<file path="src/hdl/dcc_pkg.sv">
`timescale 1ns / 1ps
// ----------------------------------------------------------------------------
// dcc_pkg
// Shared constants, types and codes of the DCC packet decoder.
// ----------------------------------------------------------------------------
package dcc_pkg;

    localparam int BUF_DEPTH = 10;                     // packet store entries
    localparam int ADDR_W    = $clog2(BUF_DEPTH);      // store address
    localparam int CNT_W     = $clog2(BUF_DEPTH + 1);  // byte count 0..BUF_DEPTH
    localparam int IDX_W     = 4;                      // byte_index field
    localparam int CFG_IDX_W = 2;
    localparam int CFG_DAT_W = 8;

    localparam logic [6:0] PREAMBLE_SAT     = 7'd100;
    localparam logic [6:0] PREAMBLE_MIN_RST = 7'd20;
    localparam logic [7:0] SHORT_LIMIT_RST  = 8'd43;    // 87/2
    localparam int         MIN_PACKET       = 3;

    typedef logic [7:0]           t_byte;
    typedef logic [ADDR_W-1:0]    t_addr;
    typedef logic [CNT_W-1:0]     t_cnt;
    typedef logic [IDX_W-1:0]     t_idx;
    typedef logic [CFG_IDX_W-1:0] t_cfg_idx;
    typedef logic [CFG_DAT_W-1:0] t_cfg_dat;

    // register indexes of the configuration port
    localparam t_cfg_idx CFG_ENABLE       = 2'd0;
    localparam t_cfg_idx CFG_SHORT_LIMIT  = 2'd1;
    localparam t_cfg_idx CFG_PREAMBLE_MIN = 2'd2;

    // request from the decoder to the emitter
    typedef struct packed {
        logic start;
        t_cnt count;
    } t_emit_cmd;

    // store write port
    typedef struct packed {
        logic  we;
        t_addr addr;
        t_byte data;
    } t_store_wr;

    // store read port
    typedef struct packed {
        logic  re;
        t_addr addr;
    } t_store_rd;

endpackage

</file>
<file path="src/hdl/dcc_ifs.sv">
`timescale 1ns / 1ps
// ----------------------------------------------------------------------------
// dcc_ifs
// Valid/ready channels: edge events, packet bytes and register writes.
// ----------------------------------------------------------------------------
interface dcc_edge_if;
    import dcc_pkg::*;
    logic       valid;
    logic       ready;
    logic [7:0] interval;
    logic       overflow;
    modport source (output valid, interval, overflow, input ready);
    modport sink   (input valid, interval, overflow, output ready);
endinterface

interface dcc_byte_if;
    import dcc_pkg::*;
    logic  valid;
    logic  ready;
    t_byte packet_byte;
    t_idx  byte_index;
    logic  last_byte;
    modport source (output valid, packet_byte, byte_index, last_byte, input ready);
    modport sink   (input valid, packet_byte, byte_index, last_byte, output ready);
endinterface

interface dcc_cfg_if;
    import dcc_pkg::*;
    logic     valid;
    logic     ready;
    t_cfg_idx index;
    t_cfg_dat data;
    modport source (output valid, index, data, input ready);
    modport sink   (input valid, index, data, output ready);
endinterface

</file>
<file path="src/hdl/dcc_packet_decoder_top.sv">
`timescale 1ns / 1ps
// Flow: an edge beat is decoded in the cycle it is accepted; a closing end
//   bit starts the byte emitter; bytes leave via the registered store read.
// Throughput: one edge beat per cycle while no packet is being sent; a packet
//   holds off edges while its bytes are read out (one store read per byte),
//   and while the byte sink stalls. An offered register write also holds edges.
// Reset (i_rst_n, synchronous): decoder stopped, counters cleared, registers
//   at their defaults; the packet store is not cleared.
// ----------------------------------------------------------------------------
// dcc_packet_decoder_top
// DCC track signal decoder: edge intervals to half-bits, preamble search,
// bit/byte assembly with XOR check, and emission of checked packets.
// ----------------------------------------------------------------------------
module dcc_packet_decoder_top (
    input  logic       i_clk,
    input  logic       i_rst_n,
    dcc_edge_if.sink   i_edge,
    dcc_cfg_if.sink    i_cfg,
    dcc_byte_if.source o_pkt
);
    import dcc_pkg::*;

    // decoder phase; the first edge after enable only synchronises
    typedef enum logic [2:0] {
        PH_OFF      = 3'd0,
        PH_FIRST    = 3'd1,
        PH_PREAMBLE = 3'd2,
        PH_START    = 3'd3,   // second half of the start bit
        PH_H1       = 3'd4,   // first half of a data, separator or end bit
        PH_H2       = 3'd5,   // second half of a data bit
        PH_STOP     = 3'd6    // second half of a separator or end bit
    } t_phase;

    // configuration registers
    logic       r_enable;
    logic [7:0] r_short_limit;
    logic [6:0] r_preamble_min;

    // decoder state
    t_phase     r_phase,     n_phase;
    logic [6:0] r_pre_cnt,   n_pre_cnt;
    t_cnt       r_byte_cnt,  n_byte_cnt;
    logic [3:0] r_bit_cnt,   n_bit_cnt;
    t_byte      r_shift,     n_shift;
    logic       r_first,     n_first;
    t_byte      r_xor,       n_xor;

    logic      w_accept;
    logic      w_cfg_wr;
    logic      w_hb;
    logic      w_emit_busy;
    t_emit_cmd w_cmd;
    t_store_wr w_wr;
    t_store_rd w_rd;
    t_byte     w_rd_data;

    // edges are held off while a packet is being read out, and while a
    // register write is offered so that no edge beat is taken and dropped
    assign i_edge.ready = !w_emit_busy && !i_cfg.valid;
    assign i_cfg.ready  = 1'b1;
    assign w_accept     = i_edge.valid && i_edge.ready;
    assign w_cfg_wr     = i_cfg.valid && i_cfg.ready;

    // half-bit: a one when short and no timer overflow
    assign w_hb = !i_edge.overflow && (i_edge.interval < r_short_limit);

    always_comb begin
        n_phase    = r_phase;
        n_pre_cnt  = r_pre_cnt;
        n_byte_cnt = r_byte_cnt;
        n_bit_cnt  = r_bit_cnt;
        n_shift    = r_shift;
        n_first    = r_first;
        n_xor      = r_xor;
        w_cmd      = '{start: 1'b0, count: r_byte_cnt};
        w_wr       = '{we: 1'b0, addr: r_byte_cnt[ADDR_W-1:0], data: r_shift};

        if (w_cfg_wr) begin
            if (i_cfg.index == CFG_ENABLE) begin
                if (i_cfg.data[0]) begin
                    n_phase    = PH_FIRST;
                    n_pre_cnt  = '0;
                    n_byte_cnt = '0;
                end else begin
                    n_phase = PH_OFF;
                end
            end
        end else if (w_accept) begin
            case (r_phase)
                PH_FIRST: begin
                    n_phase   = PH_PREAMBLE;
                    n_pre_cnt = '0;
                end
                PH_PREAMBLE: begin
                    if (w_hb) begin
                        if (r_pre_cnt < PREAMBLE_SAT) begin
                            n_pre_cnt = r_pre_cnt + 7'd1;
                        end
                    end else if (r_pre_cnt >= r_preamble_min) begin
                        n_phase = PH_START;
                    end else begin
                        n_pre_cnt = '0;
                    end
                end
                PH_START: begin
                    if (w_hb) begin
                        n_phase    = PH_PREAMBLE;
                        n_pre_cnt  = '0;
                        n_byte_cnt = '0;
                        n_xor      = '0;
                    end else begin
                        n_phase    = PH_H1;
                        n_byte_cnt = '0;
                        n_bit_cnt  = '0;
                        n_xor      = '0;
                    end
                end
                PH_H1: begin
                    n_first = w_hb;
                    if (r_bit_cnt < 4'd8) begin
                        n_phase = PH_H2;
                    end else begin
                        // byte complete; past the store depth only the check sees it
                        if (r_byte_cnt < t_cnt'(BUF_DEPTH)) begin
                            w_wr.we    = 1'b1;
                            n_byte_cnt = r_byte_cnt + t_cnt'(1);
                        end
                        n_xor   = r_xor ^ r_shift;
                        n_phase = PH_STOP;
                    end
                end
                PH_H2: begin
                    if (w_hb != r_first) begin
                        n_phase    = PH_PREAMBLE;
                        n_pre_cnt  = '0;
                        n_byte_cnt = '0;
                        n_xor      = '0;
                    end else begin
                        n_shift   = {r_shift[6:0], w_hb};
                        n_bit_cnt = r_bit_cnt + 4'd1;
                        n_phase   = PH_H1;
                    end
                end
                PH_STOP: begin
                    if (w_hb != r_first || w_hb) begin
                        // mismatch or end bit: back to preamble search
                        if (w_hb == r_first && r_byte_cnt >= t_cnt'(MIN_PACKET)
                            && r_xor == '0) begin
                            w_cmd.start = 1'b1;
                        end
                        n_phase    = PH_PREAMBLE;
                        n_pre_cnt  = '0;
                        n_byte_cnt = '0;
                        n_xor      = '0;
                    end else begin
                        n_phase   = PH_H1;
                        n_bit_cnt = '0;
                    end
                end
                default: begin
                    // stopped: edges are ignored
                end
            endcase
        end
    end

    always_ff @(posedge i_clk) begin
        if (!i_rst_n) begin
            r_enable       <= 1'b0;
            r_short_limit  <= SHORT_LIMIT_RST;
            r_preamble_min <= PREAMBLE_MIN_RST;
            r_phase        <= PH_OFF;
            r_pre_cnt      <= '0;
            r_byte_cnt     <= '0;
            r_bit_cnt      <= '0;
            r_shift        <= '0;
            r_first        <= 1'b0;
            r_xor          <= '0;
        end else begin
            if (w_cfg_wr) begin
                case (i_cfg.index)
                    CFG_ENABLE:       r_enable       <= i_cfg.data[0];
                    CFG_SHORT_LIMIT:  r_short_limit  <= i_cfg.data;
                    CFG_PREAMBLE_MIN: r_preamble_min <= i_cfg.data[6:0];
                    default: begin
                    end
                endcase
            end
            r_phase    <= r_enable || w_cfg_wr ? n_phase : PH_OFF;
            r_pre_cnt  <= n_pre_cnt;
            r_byte_cnt <= n_byte_cnt;
            r_bit_cnt  <= n_bit_cnt;
            r_shift    <= n_shift;
            r_first    <= n_first;
            r_xor      <= n_xor;
        end
    end

    dcc_store u_store (
        .i_clk     (i_clk),
        .i_wr      (w_wr),
        .i_rd      (w_rd),
        .o_rd_data (w_rd_data)
    );

    dcc_emit u_emit (
        .i_clk     (i_clk),
        .i_rst_n   (i_rst_n),
        .i_cmd     (w_cmd),
        .o_busy    (w_emit_busy),
        .o_rd      (w_rd),
        .i_rd_data (w_rd_data),
        .o_pkt     (o_pkt)
    );

endmodule

</file>
<file path="src/hdl/dcc_store.sv">
`timescale 1ns / 1ps
// ----------------------------------------------------------------------------
// dcc_store
// Packet byte store: one write port, one read port, registered read data.
// ----------------------------------------------------------------------------
module dcc_store (
    input  logic              i_clk,
    input  dcc_pkg::t_store_wr i_wr,
    input  dcc_pkg::t_store_rd i_rd,
    output dcc_pkg::t_byte    o_rd_data
);
    import dcc_pkg::*;

    t_byte r_mem [BUF_DEPTH];
    t_byte r_rd_data;

    always_ff @(posedge i_clk) begin
        if (i_wr.we) begin
            r_mem[i_wr.addr] <= i_wr.data;
        end
        // data holds while no read is issued
        if (i_rd.re) begin
            r_rd_data <= r_mem[i_rd.addr];
        end
    end

    assign o_rd_data = r_rd_data;

endmodule

</file>
<file path="src/hdl/dcc_emit.sv">
`timescale 1ns / 1ps
// ----------------------------------------------------------------------------
// dcc_emit
// Walks the store from entry 0 and sends each byte as one beat.
// ----------------------------------------------------------------------------
module dcc_emit (
    input  logic               i_clk,
    input  logic               i_rst_n,
    input  dcc_pkg::t_emit_cmd i_cmd,
    output logic               o_busy,
    output dcc_pkg::t_store_rd o_rd,
    input  dcc_pkg::t_byte     i_rd_data,
    dcc_byte_if.source         o_pkt
);
    import dcc_pkg::*;

    logic r_busy;
    logic r_valid;
    t_cnt r_idx;
    t_cnt r_count;
    t_idx r_out_idx;
    logic r_out_last;
    logic w_issue;
    logic w_last;

    // the store read register is the output data register: read only when
    // the slot is empty or being taken
    assign w_issue = r_busy && (!r_valid || o_pkt.ready);
    assign w_last  = ((r_idx + t_cnt'(1)) == r_count);

    always_ff @(posedge i_clk) begin
        if (!i_rst_n) begin
            r_busy  <= 1'b0;
            r_valid <= 1'b0;
            r_idx   <= '0;
            r_count <= '0;
        end else begin
            if (i_cmd.start) begin
                r_busy  <= 1'b1;
                r_idx   <= '0;
                r_count <= i_cmd.count;
            end else if (w_issue) begin
                r_idx <= r_idx + t_cnt'(1);
                if (w_last) begin
                    r_busy <= 1'b0;
                end
            end
            if (w_issue) begin
                r_valid <= 1'b1;
            end else if (o_pkt.ready) begin
                r_valid <= 1'b0;
            end
        end
    end

    always_ff @(posedge i_clk) begin
        if (w_issue) begin
            r_out_idx  <= t_idx'(r_idx);
            r_out_last <= w_last;
        end
    end

    assign o_rd.re   = w_issue;
    assign o_rd.addr = r_idx[ADDR_W-1:0];

    assign o_busy            = r_busy;
    assign o_pkt.valid       = r_valid;
    assign o_pkt.packet_byte = i_rd_data;
    assign o_pkt.byte_index  = r_out_idx;
    assign o_pkt.last_byte   = r_out_last;

endmodule
</file>
<file path="src/flat_wrapper.sv">
// flat-port wrapper written by rule: the top's interface ports become plain ports
module dcc_packet_decoder_top_flat import dcc_pkg::*;
  (i_clk, i_rst_n, i_edge_valid, i_edge_interval, i_edge_overflow, i_edge_ready, i_cfg_valid, i_cfg_index, i_cfg_data, i_cfg_ready, o_pkt_valid, o_pkt_packet_byte, o_pkt_byte_index, o_pkt_last_byte, o_pkt_ready);
  dcc_edge_if i_edge_i ();
  dcc_cfg_if i_cfg_i ();
  dcc_byte_if o_pkt_i ();
  input  logic i_clk;
  input  logic i_rst_n;
  input wire logic [$bits(i_edge_i.valid)-1:0] i_edge_valid;
  input wire logic [$bits(i_edge_i.interval)-1:0] i_edge_interval;
  input wire logic [$bits(i_edge_i.overflow)-1:0] i_edge_overflow;
  output wire logic [$bits(i_edge_i.ready)-1:0] i_edge_ready;
  input wire logic [$bits(i_cfg_i.valid)-1:0] i_cfg_valid;
  input wire logic [$bits(i_cfg_i.index)-1:0] i_cfg_index;
  input wire logic [$bits(i_cfg_i.data)-1:0] i_cfg_data;
  output wire logic [$bits(i_cfg_i.ready)-1:0] i_cfg_ready;
  output wire logic [$bits(o_pkt_i.valid)-1:0] o_pkt_valid;
  output wire logic [$bits(o_pkt_i.packet_byte)-1:0] o_pkt_packet_byte;
  output wire logic [$bits(o_pkt_i.byte_index)-1:0] o_pkt_byte_index;
  output wire logic [$bits(o_pkt_i.last_byte)-1:0] o_pkt_last_byte;
  input wire logic [$bits(o_pkt_i.ready)-1:0] o_pkt_ready;
  assign i_edge_i.valid = i_edge_valid;
  assign i_edge_i.interval = i_edge_interval;
  assign i_edge_i.overflow = i_edge_overflow;
  assign i_edge_ready = i_edge_i.ready;
  assign i_cfg_i.valid = i_cfg_valid;
  assign i_cfg_i.index = i_cfg_index;
  assign i_cfg_i.data = i_cfg_data;
  assign i_cfg_ready = i_cfg_i.ready;
  assign o_pkt_valid = o_pkt_i.valid;
  assign o_pkt_packet_byte = o_pkt_i.packet_byte;
  assign o_pkt_byte_index = o_pkt_i.byte_index;
  assign o_pkt_last_byte = o_pkt_i.last_byte;
  assign o_pkt_i.ready = o_pkt_ready;
  dcc_packet_decoder_top u_core (.i_clk(i_clk), .i_rst_n(i_rst_n), .i_edge(i_edge_i), .i_cfg(i_cfg_i), .o_pkt(o_pkt_i));
endmodule
</file>
<file path="config.mk">
export PLATFORM = sky130hd
export DESIGN_NAME = dcc_packet_decoder_top_flat
export DESIGN_NICKNAME = d
export VERILOG_FILES = /design/src/hdl/dcc_pkg.sv /design/src/hdl/dcc_ifs.sv /design/src/hdl/dcc_packet_decoder_top.sv /design/src/hdl/dcc_store.sv /design/src/hdl/dcc_emit.sv /design/src/flat_wrapper.sv
export SDC_FILE = /design/constraint.sdc
export NUM_CORES = 1
export LEC_CHECK = 0
export BUFFER_PORTS_ARGS = -buffer_cell sky130_fd_sc_hd__buf_4
export CAP_MARGIN = 20
export CORE_MARGIN = 5
export CORE_UTILIZATION = 55
export CTS_CLUSTER_DIAMETER = 50
export DETAILED_ROUTE_END_ITERATION = 8
export MAX_ROUTING_LAYER = met4
export PLACE_DENSITY_LB_ADDON = 0.12
export SETUP_SLACK_MARGIN = 0.1
export SLEW_MARGIN = 25
export SYNTH_ARGS = -nofsm -noshare
export SYNTH_HDL_FRONTEND = slang
export SYNTH_SLANG_ARGS = --single-unit
</file>
<file path="constraint.sdc">
create_clock -name i_clk -period 4.3 [get_ports i_clk]
set_clock_uncertainty 0.2 [all_clocks]
set_input_delay 0.43 -clock i_clk [delete_from_list [all_inputs] [get_ports i_clk]]
set_output_delay 0.43 -clock i_clk [all_outputs]
set_load 0.01 [all_outputs]
</file>
# == Word-level counts from Yosys, hierarchy flattened ==
# Memories as Yosys holds them, arrays and structs flattened. A register that Yosys moved wholly into a read port is not among the register bits.
# Cells that the tools add are included.
# word_totals
reg_bits,66
latch_bits,0
mem_bits_rw,80
rom_bits,0
in_bits,24
out_inout_bits,16
wordCells,152
memories,1
# mem_list
memory,words,word_bits,read_ports,rd_ports_with_merged_regs,wr,line,text
u_core.u_store.r_mem,10,8,1,1,1,dcc_store.sv:14,t_byte r_mem [BUF_DEPTH];
# classes
add_sub_neg,4
multipliers,0
div_mod_pow,0
n_lt_le_gt_ge,6
eq_ne,28
n_shift,0
n_mux,56
bitwise,4
reduce_logical,37
# ops
op,n
$mux 7,10
$mux 4,11
$pmux 7 s5,1
$pmux 8 s4,1
$mux 3,8
$mux 8,3
$mux 1,18
$pmux 3 s6,1
$pmux 4 s4,1
$ne 3x2->1 const B,5
$add 4x1->4 const B,3
$pmux 4 s3,1
$reduce_and 6->1,2
$reduce_and 2->1,5
$eq 3x3->1 const B,3
$reduce_and 9->1,1
$logic_not 8->1,1
$lt 4x4->1 const B,2
$lt 8x8->1,1
$ne 2x1->1 const B,4
$ne 2x2->1 const B,4
$reduce_and 8->1,1
$reduce_bool 2->1,4
$xor 8x8->8,1
other kinds (29),43

# == Longest topological paths before layout ==
# Gate-level depths: netlist of run 1.
# depth
depth_word,12
depth_mapped,15

# == By module ==
# Synthesis of run 1 repeated with hierarchy kept, for this count alone.
# unflattened
hier_cells,615
hier_area_um2,7262.0
# modules_own_cells
module,n_inst,cells_each,area_per_inst_um2,seq_area_each_um2
dcc_store,1,189,3482.1,2642.5
dcc_packet_decoder_top,1,361,3060.4,1021.0
dcc_emit,1,65,719.4,350.3

# == Least setup slack after synthesis of run 1 ==
# OpenSTA, ideal clock, no wires.
# synth_timing
path_type,input -> register
startpoint,input port i_edge_interval[7]
endpoint,register u_core.r_pre_cnt[2]
arrival_time_ps,2998
required_ps,3973
setup_slack_ps,975
cell_stages,13
n_path_buf,1
path_cell_list,ha_1 a211oi_1 nand2_1 a211oi_2 buf_2 inv_1 ha_1 nand4bb_1 a41oi_1 a21oi_1 nand3_1 nor3b_1 or3_1
# synth_between
elab_chain_cells,6
word_cells_on_any_way,14
cone_classes,1 x order compare; 6 x eq/ne; 4 x mux; 3 x reduce/logical
# synth_lines
item,line,text
"start, declared",flat_wrapper.sv:10,input wire logic [$bits(i_edge_i.interval)-1:0] i_edge_interval;
$lt 8x8->1 *,dcc_packet_decoder_top.sv:65,assign w_hb = !i_edge.overflow && (i_edge.interval < r_short_limit);
$logic_and 1x1->1 *,dcc_packet_decoder_top.sv:65,
$ne 1x1->1 / $mux 7 (equally long branches),"dcc_packet_decoder_top.sv:133, dcc_packet_decoder_top.sv:145, dcc_packet_decoder_top.sv:95",
$logic_or 1x1->1 / $pmux 7 s5 (equally long branches),"dcc_packet_decoder_top.sv:145, dcc_packet_decoder_top.sv:89",
$ne 3x2->1 (no line) / $mux 7 (equally long branches),--,
$reduce_and 9->1 (no line) / $mux 7 (equally long branches),--,
"end signal, assigned",dcc_packet_decoder_top.sv:190,r_pre_cnt <= n_pre_cnt;
"end, declared",dcc_packet_decoder_top.sv:41,"logic [6:0] r_pre_cnt, n_pre_cnt;"
# Mark *: on every way between the ends. The rest lies on a longest branch, timed or not. The select of a mux whose other input is x is not followed.
# A chain may end at the register's enable or synchronous reset.

# == Worst setup path in the final report of run 1 ==
# layout_timing
startpoint,register u_core.r_short_limit[7]
endpoint,register u_core.r_xor[1]
# layout_between
elab_chain_cells,6
word_cells_on_any_way,7
cone_classes,1 x order compare; 3 x eq/ne; 3 x reduce/logical
# layout_lines
item,line,text
"start, declared",dcc_packet_decoder_top.sv:36,logic [7:0] r_short_limit;
"start signal, assigned",dcc_packet_decoder_top.sv:183,CFG_SHORT_LIMIT: r_short_limit <= i_cfg.data;
$lt 8x8->1 *,dcc_packet_decoder_top.sv:65,
$logic_and 1x1->1 *,dcc_packet_decoder_top.sv:65,
$ne 1x1->1,"dcc_packet_decoder_top.sv:133, dcc_packet_decoder_top.sv:145",
$logic_or 1x1->1,dcc_packet_decoder_top.sv:145,if (w_hb != r_first || w_hb) begin
$ne 2x1->1 (no line),--,
$reduce_and 6->1 (no line) *,--,
"end signal, assigned",dcc_packet_decoder_top.sv:195,r_xor <= n_xor;
"end, declared",dcc_packet_decoder_top.sv:46,"t_byte r_xor, n_xor;"
# Mark *: on every way between the ends. The rest lies on a longest branch, timed or not.

==> results of run 1 <==
[sequential cells by signal, indices dropped and copies added, names as in the netlist]
register	count
u_core.u_emit.o_pkt.byte_index	4
u_core.r_pre_cnt	7
u_core.r_shift	8
u_core.u_emit.r_count	4
u_core.u_emit.o_pkt.last_byte	1
u_core.r_first	1
u_core.r_preamble_min	7
u_core.u_emit.r_idx	4
u_core.r_phase	3
u_core.u_store.r_mem	80
u_core.u_emit.o_busy	1
u_core.r_short_limit	8
u_core.u_emit.o_pkt.valid	1
u_core.r_bit_cnt	4
u_core.u_store.o_rd_data	8
u_core.r_xor	8
u_core.r_byte_cnt	4
u_core.r_enable	1
[power groups by stage]
| stage | Clock (mW) | Combinational (mW) | Sequential (mW) |
|---|---|---|---|
| 6_report | 1.44 | 0.0828 | 1.55 |
| 5_1_grt | 1.54 | 0.0914 | 1.55 |
| 4_1_cts | 1.47 | 0.0831 | 1.55 |
| 3_5_place_dp | 0 | 0.0825 | 1.59 |
| 3_3_place_gp | 0 | 0.0808 | 1.59 |
| 2_1_floorplan | 0 | 0.0518 | 1.59 |
[worst register-to-register path, stage by stage, from the launching register on]
cell       delay, ps
dfxtp_1          330
inv_1             40
ha_1             300
a211oi_1         210
nand2_1          100
a211oi_2         370
inv_1             90
ha_1             410
nand4bb_1        250
o211ai_1         110
or4_1            640
nor2_8           220
nand3b_1         100
a21boi_1         170
[logic make-up (layout without fill, tap and decap cells)]
| kind of cell | count (synthesis) | after routing |
|---|---|---|
| AOI/OAI and AO/OA | 105 | 105 |
| and+or+nand+nor | 176 | 176 |
| adders and majority gates | 22 | 22 |
| muxes | 52 | 52 |
| DFF | 154 | 154 |
| other | 1 | 1 |
| xor gates and xnor gates | 9 | 9 |
| buffers and inverters | 52 | 96 |
[metrics by stage]
step | cells | cell area [um2] | util [%] | hold slack [ps] | power, mW
floorplan | 571 | 7000 | - | 206 | 1.64
global placement | 755 | 7380 | 58.7 | 260 | 1.67
detailed placement | 755 | 7380 | 58.7 | 265 | 1.67
CTS | 787 | 7950 | 63.3 | 48.6 | 3.11
global route | 787 | 7950 | 63.3 | 63.8 | 3.19
finish | 787 | 7950 | 63.3 | 67.4 | 3.08
[worst max path at each step]
stage,end,depth (start not counted)
2_1_floorplan,u_core.r_pre_cnt[2],13
3_3_place_gp,u_core.r_xor[1],13
3_5_place_dp,u_core.r_xor[2],13
4_1_cts,u_core.r_xor[2],13
5_1_grt,u_core.r_xor[1],13
6_report,u_core.r_xor[1],13
[layout make-up]
cell class                 instances  area (um2)
tap                              172         215
inverter                          24        90.1
sequential                       154        4020
timing repair buffer              40         300
fill                             969        4610
multi-input combinational        365        2760
clock inverter                    14         146
clock buffer                      18         429
[per-layer routing]
layer / GRT usage, % / vias to the layer above
met5: - / -
met4: 6.72 / 0
met3: 4.01 / 15
met2: 28.9 / 84
met1: 25.6 / 2099
li1: - / 2169
[synth_stat cells (all sizes together), types with 2 or more instances]
| cell type | number | share of area [%] |
|---|---|---|
| edfxtp | 93 | 40 |
| dfxtp | 61 | 17 |
| nand2 | 45 | 2.5 |
| mux2i | 36 | 5.1 |
| o21ai | 34 | 2.4 |
| nor2b | 33 | 2.9 |
| nor2 | 25 | 1.7 |
| inv | 24 | 1.3 |
| ha | 22 | 3.9 |
| a21oi | 21 | 1.5 |
| mux4 | 16 | 5.1 |
| clkbuf | 15 | 0.80 |
| nand3 | 15 | 1.1 |
| a211oi | 13 | 1.5 |
| buf | 13 | 1.2 |
| nand3b | 12 | 1.3 |
| a21boi | 11 | 1.2 |
| and2 | 8 | 0.71 |
| and3 | 7 | 0.63 |
| nand2b | 6 | 0.54 |
| nor3 | 6 | 0.59 |
| o21a | 6 | 0.64 |
| xnor2 | 5 | 0.63 |
| nor3b | 4 | 0.50 |
| nor4 | 4 | 0.45 |
| o32a | 4 | 0.57 |
| or3 | 4 | 0.36 |
| xor2 | 4 | 0.50 |
| a41oi | 2 | 0.25 |
| nand4 | 2 | 0.18 |
| nand4b | 2 | 0.25 |
| o211ai | 2 | 0.21 |
==> impl_metrics.tcl, run 1 <==
set metrics [dict create \
    crit_path_start "u_core.r_short_limit[7]" \
    worstSkewPairLatency_ps 420 \
    h-tree-depth 4 \
    drt_wl_total_um 13100 \
    syn_avg_cell_area_um2 12.3 \
    r2r_cells 13 \
    fin_ws_ps 702 \
    routed.top_layer "met4" \
    cts_hold_buf 0 \
    synth_compound_area_share_pct 9.85 \
    min_period_ps 3600 \
    wl_met2_um 6180 \
    core_um2 12600 \
    hold_viol_final 0 \
    worst_pin_slew_ps 965 \
    syn_area_um2 7000 \
    ys.flop_type "edfxtp_1" \
    synth_top_family_by_area "simple AND/OR/NAND/NOR gates" \
    period_share_pct 83.7 \
    muxShareOfSynthArea_pct 10.3 \
    cts_resized 0 \
    outcome "completed" \
    max_freq_mhz 278 \
    seq_power_share_pct 50.5 \
    die_h_um 123 \
    grt_pass1_wl_um 21200 \
    cts_made_buffers 17 \
    path_delay_family "simple AND/OR/NAND/NOR gates" \
    cp_slowest_cell "or4_1" \
    path_clk_slew_ps 60 \
    routed-wl-met3_um 429 \
    dr.pass1.iters 6 \
    r2r-start "u_core.r_short_limit[7]" \
    routedWlPerCell_um 16.7 \
    swShare_pct 20.6 \
    root_buffer "clkbuf_16" \
    synth_edf_count 93 \
    combPwrFrac_pct 2.7 \
    cp_cell_sequence "inv_1 -> ha_1 -> a211oi_1 -> nand2_1 -> a211oi_2 -> inv_1 -> ha_1 -> nand4bb_1 -> o211ai_1 -> or4_1 -> nor2_8 -> nand3b_1 -> a21boi_1" \
    postSynth.asyncResetShare_pct 0 \
    place_congestion 0.806 \
    r2r_slack_ps 700 \
    yosys_warnings 0 \
    path_max_fanout 9 \
    leakagePower_nw 2.99 \
    viasPerCell 5.55 \
    yosys.area_share.simple_pct 14.1 \
    clkPwrFrac_pct 46.8 \
    fin_setup_tns_ps 0 \
    n_antenna_cell 0 \
    slew_viol_final 0 \
    wl_met1_um 6290 \
    vias 4367 \
    antenna_found_initial 0 \
    final_common_cell "edfxtp_1" \
    grt_max_degree 66 \
    dp_hpwl_um 8900 \
    ys_seq_area_share_pct 57.3 \
    cellPowerDensity_nw_per_um2 387 \
    cp-start-kind "flip-flop" \
    initial_utilization_pct 55.7 \
    power.switching_mw 0.636 \
    ant_nets 0 \
    ys_ff_latch 154 \
    ir_worst_vdd_mv 0.209 \
    first_iter_violations 319 \
    final_nets 648 \
    required_ps 4450 \
    clockBufferDepth 2 \
    first_global_vias 4195 \
    mostFrequentLayoutCells "edfxtp_1 (93), dfxtp_1 (60), nand2_1 (44)" \
    reg2reg_to "u_core.r_xor[1]" \
    grt_remaining_overflow 0 \
    drcViolationCount 0 \
    yosysUniqueCellTypes 62 \
    io_pins 40 \
    layout-drive-gt1-share_pct 15.9 \
    hold_end "u_core.r_preamble_min[2]" \
    num_rows 41 \
    synth_fa_ha_area_share_pct 3.93 \
    setup_viol_count_final 0 \
    die-area_um2 15100 \
    critPathBufInv 2 \
    dieWidth_um 123 \
    post_cts_buffers 0 \
    yosys.area_share.xor_xnor_pct 1.13 \
    area_delta_synth_final_pct 13.6 \
    rsz0062_at_grt "false" \
    slowest_delay_ps 640 \
    syn_nets 617 \
    internal-power_mw 2.44 \
    worstHoldPathCells 3 \
    clock-sinks 154 \
    netlist_instances 571 \
    holdCritPathClass "in -> reg" \
    cts_tree "built" \
    hold_start "i_cfg_data[2]" \
    io_buffers 38 \
    drv_cap 0 \
    dp_slack_ps 501 \
    gr-usage-all-layers_pct 19.0 \
    cp.arrival_ps 3750 \
    crit_type "reg -> reg" \
    critPathCaptureType "flip-flop" \
    slew_headroom_pct 35.6 \
]
Power figures use the tool's default switching activity.
==> inputs of run 2 (changes only) <==
==> constraint.sdc (replaced) <==
create_clock -name i_clk -period 3.3 [get_ports i_clk]
set_clock_uncertainty 0.2 [all_clocks]
set_input_delay 0.33 -clock i_clk [delete_from_list [all_inputs] [get_ports i_clk]]
set_output_delay 0.33 -clock i_clk [all_outputs]
set_load 0.01 [all_outputs]
==> impl_metrics.tcl, run 2 (synthesis results as in run 1) <==
set metrics [dict create \
    outcome "completed" \
    p_total_mw 4.11 \
    die-area_um2 15100 \
    antenna_found_initial 0 \
    num_rows 41 \
    core_um2 12600 \
    period_share_pct 93.4 \
    root_buffer "clkbuf_16" \
    holdCritPathClass "in -> reg" \
    cp.arrival_ps 3180 \
    slew_headroom_pct 47.1 \
    min_period_ps 3080 \
    drcViolationCount 0 \
    dp_slack_ps -76.9 \
    hold_slack_ps 68.5 \
    rsz0062_at_grt "true" \
    hold_viol_final 0 \
    grt_remaining_overflow 0 \
    viasPerCell 5.65 \
    dp_hpwl_um 9210 \
    final_core_util_pct 66.5 \
    gr-usage-all-layers_pct 20.2 \
    drt_wl_total_um 13900 \
    routedWlPerCell_um 17.0 \
    fin_setup_tns_ps 0 \
    initial_utilization_pct 55.7 \
    fill_cells 954 \
    max_freq_mhz 324 \
    path_max_fanout 3 \
    h-tree-depth 4 \
    first_iter_violations 353 \
    drv_cap 0 \
    area_delta_synth_final_pct 19.4 \
    critPathCaptureType "flip-flop" \
    place_congestion 0.896 \
    leakagePower_nw 3.16 \
    required_ps 3400 \
    vias 4597 \
    layout-drive-gt1-share_pct 20.9 \
    n_antenna_cell 0 \
    r2r_cells 15 \
    final_common_cell "edfxtp_1" \
    crit_type "reg -> reg" \
    mostFrequentLayoutCells "edfxtp_1 (93), dfxtp_1 (59), buf_4 (57)" \
    crit_path_start "u_core.r_short_limit[2]" \
    clock-sinks 154 \
    r2r_slack_ps 220 \
    r2r-start "u_core.r_short_limit[2]" \
    dr.pass1.iters 5 \
    largest_reg_flops 80 \
    grt_max_degree 66 \
    cellPowerDensity_nw_per_um2 492 \
    io_pins 40 \
    cts_tree "built" \
    worst_pin_slew_ps 792 \
    reg2reg_to "u_core.r_pre_cnt[2]" \
    io_buffers 38 \
    setup_viol_count_final 0 \
    first_global_vias 4460 \
    final_nets 675 \
    cts_made_buffers 17 \
    clockBufferDepth 2 \
    die_h_um 123 \
    ant_nets 0 \
    slew_viol_final 0 \
    path_clk_slew_ps 60 \
    endpoint "u_core.r_pre_cnt[2]" \
    regMostFlops "u_core.u_store.r_mem" \
    dieWidth_um 123 \
    cp-start-kind "flip-flop" \
    grt_pass1_wl_um 22600 \
    ir_worst_vdd_mv 0.333 \
    fin_ws_ps 217 \
    worstSkewPairLatency_ps 420 \
]
## run 2: cell count changes in the layout (fill, tap and decap cells not counted), sizes merged
cell | previous run | this run
buf | 40 | 59
bufinv | 2 | 3
clkbuf | 18 | 17
clkinv | 9 | 8
clkinvlp | 1 | 2
dlygate4sd3 | 0 | 8
## run 2: per-stage QoR
step                      std cells  instance area, um2
after CTS                       809                8240
final                           814                8360
after global routing            814                8360
after global placement          768                7500
after floorplan                 571                7010
after detailed placement        768                7500
## run 2: worst min path at each step
stage                            startpoint                                 to  slack [ps]  cells after the start
detailed placement      u_core.r_bit_cnt[0]                u_core.r_bit_cnt[0]         270                      2
floorplan            u_core.u_emit.r_idx[2]  u_core.u_emit.o_pkt.byte_index[2]         210                      0
global route                    o_pkt_ready          u_core.u_emit.o_pkt.valid          80                      3
CTS                             o_pkt_ready          u_core.u_emit.o_pkt.valid          60                      3
finish                          o_pkt_ready          u_core.u_emit.o_pkt.valid          70                      3
global placement    u_core.r_short_limit[0]            u_core.r_short_limit[0]         260                      2
## run 2: cell type report
class	instances	area, um2	area share, %
clock buffer	17	425	5.09
clock inverter	15	175	2.10
inverter	24	90.1	1.08
multi-input combinational	365	2890	34.6
sequential	154	4020	48.1
tap	172	215	2.57
timing repair buffer	67	543	6.50
## run 2: repair_timing
action                                  4_1_cts  5_1_grt
gates resized for setup                       9       11
gates cloned                                  0        0
endpoints found under the setup margin       16       22
endpoints found under the hold margin        14        0
buffers inserted                              1        5
pin swaps                                     1        7
hold buffers                                  8        0
## run 2: critical path, cell delays in order, from the launching register on
cell	delay (ps)
dfxtp_1	340
inv_1	80
ha_4	230
a21oi_2	140
o21ai_1	90
a211oi_2	220
buf_4	160
inv_2	50
ha_4	260
nand4bb_4	130
buf_4	140
a41oi_4	130
a21oi_4	190
o41ai_4	110
nor2b_1	140
or3_1	360
## run 2: routing by layer
metal / up-vias / part of all wire (%) / track usage [%] / wire length [um]
met5: - / 0 / - / 0
met4: 0 / 1.4 / 7.14 / 193
met3: 17 / 6.1 / 4.10 / 843
met2: 136 / 47 / 30.4 / 6560
met1: 2220 / 45 / 27.5 / 6260
li1: 2224 / - / - / -
## run 2: report_power, final
group / leakage (nW) / switching, mW / internal, mW
registers: 1.44 / 0.00381 / 2.02
clock network: 0.292 / 0.762 / 1.19
logic: 1.43 / 0.0684 / 0.0676
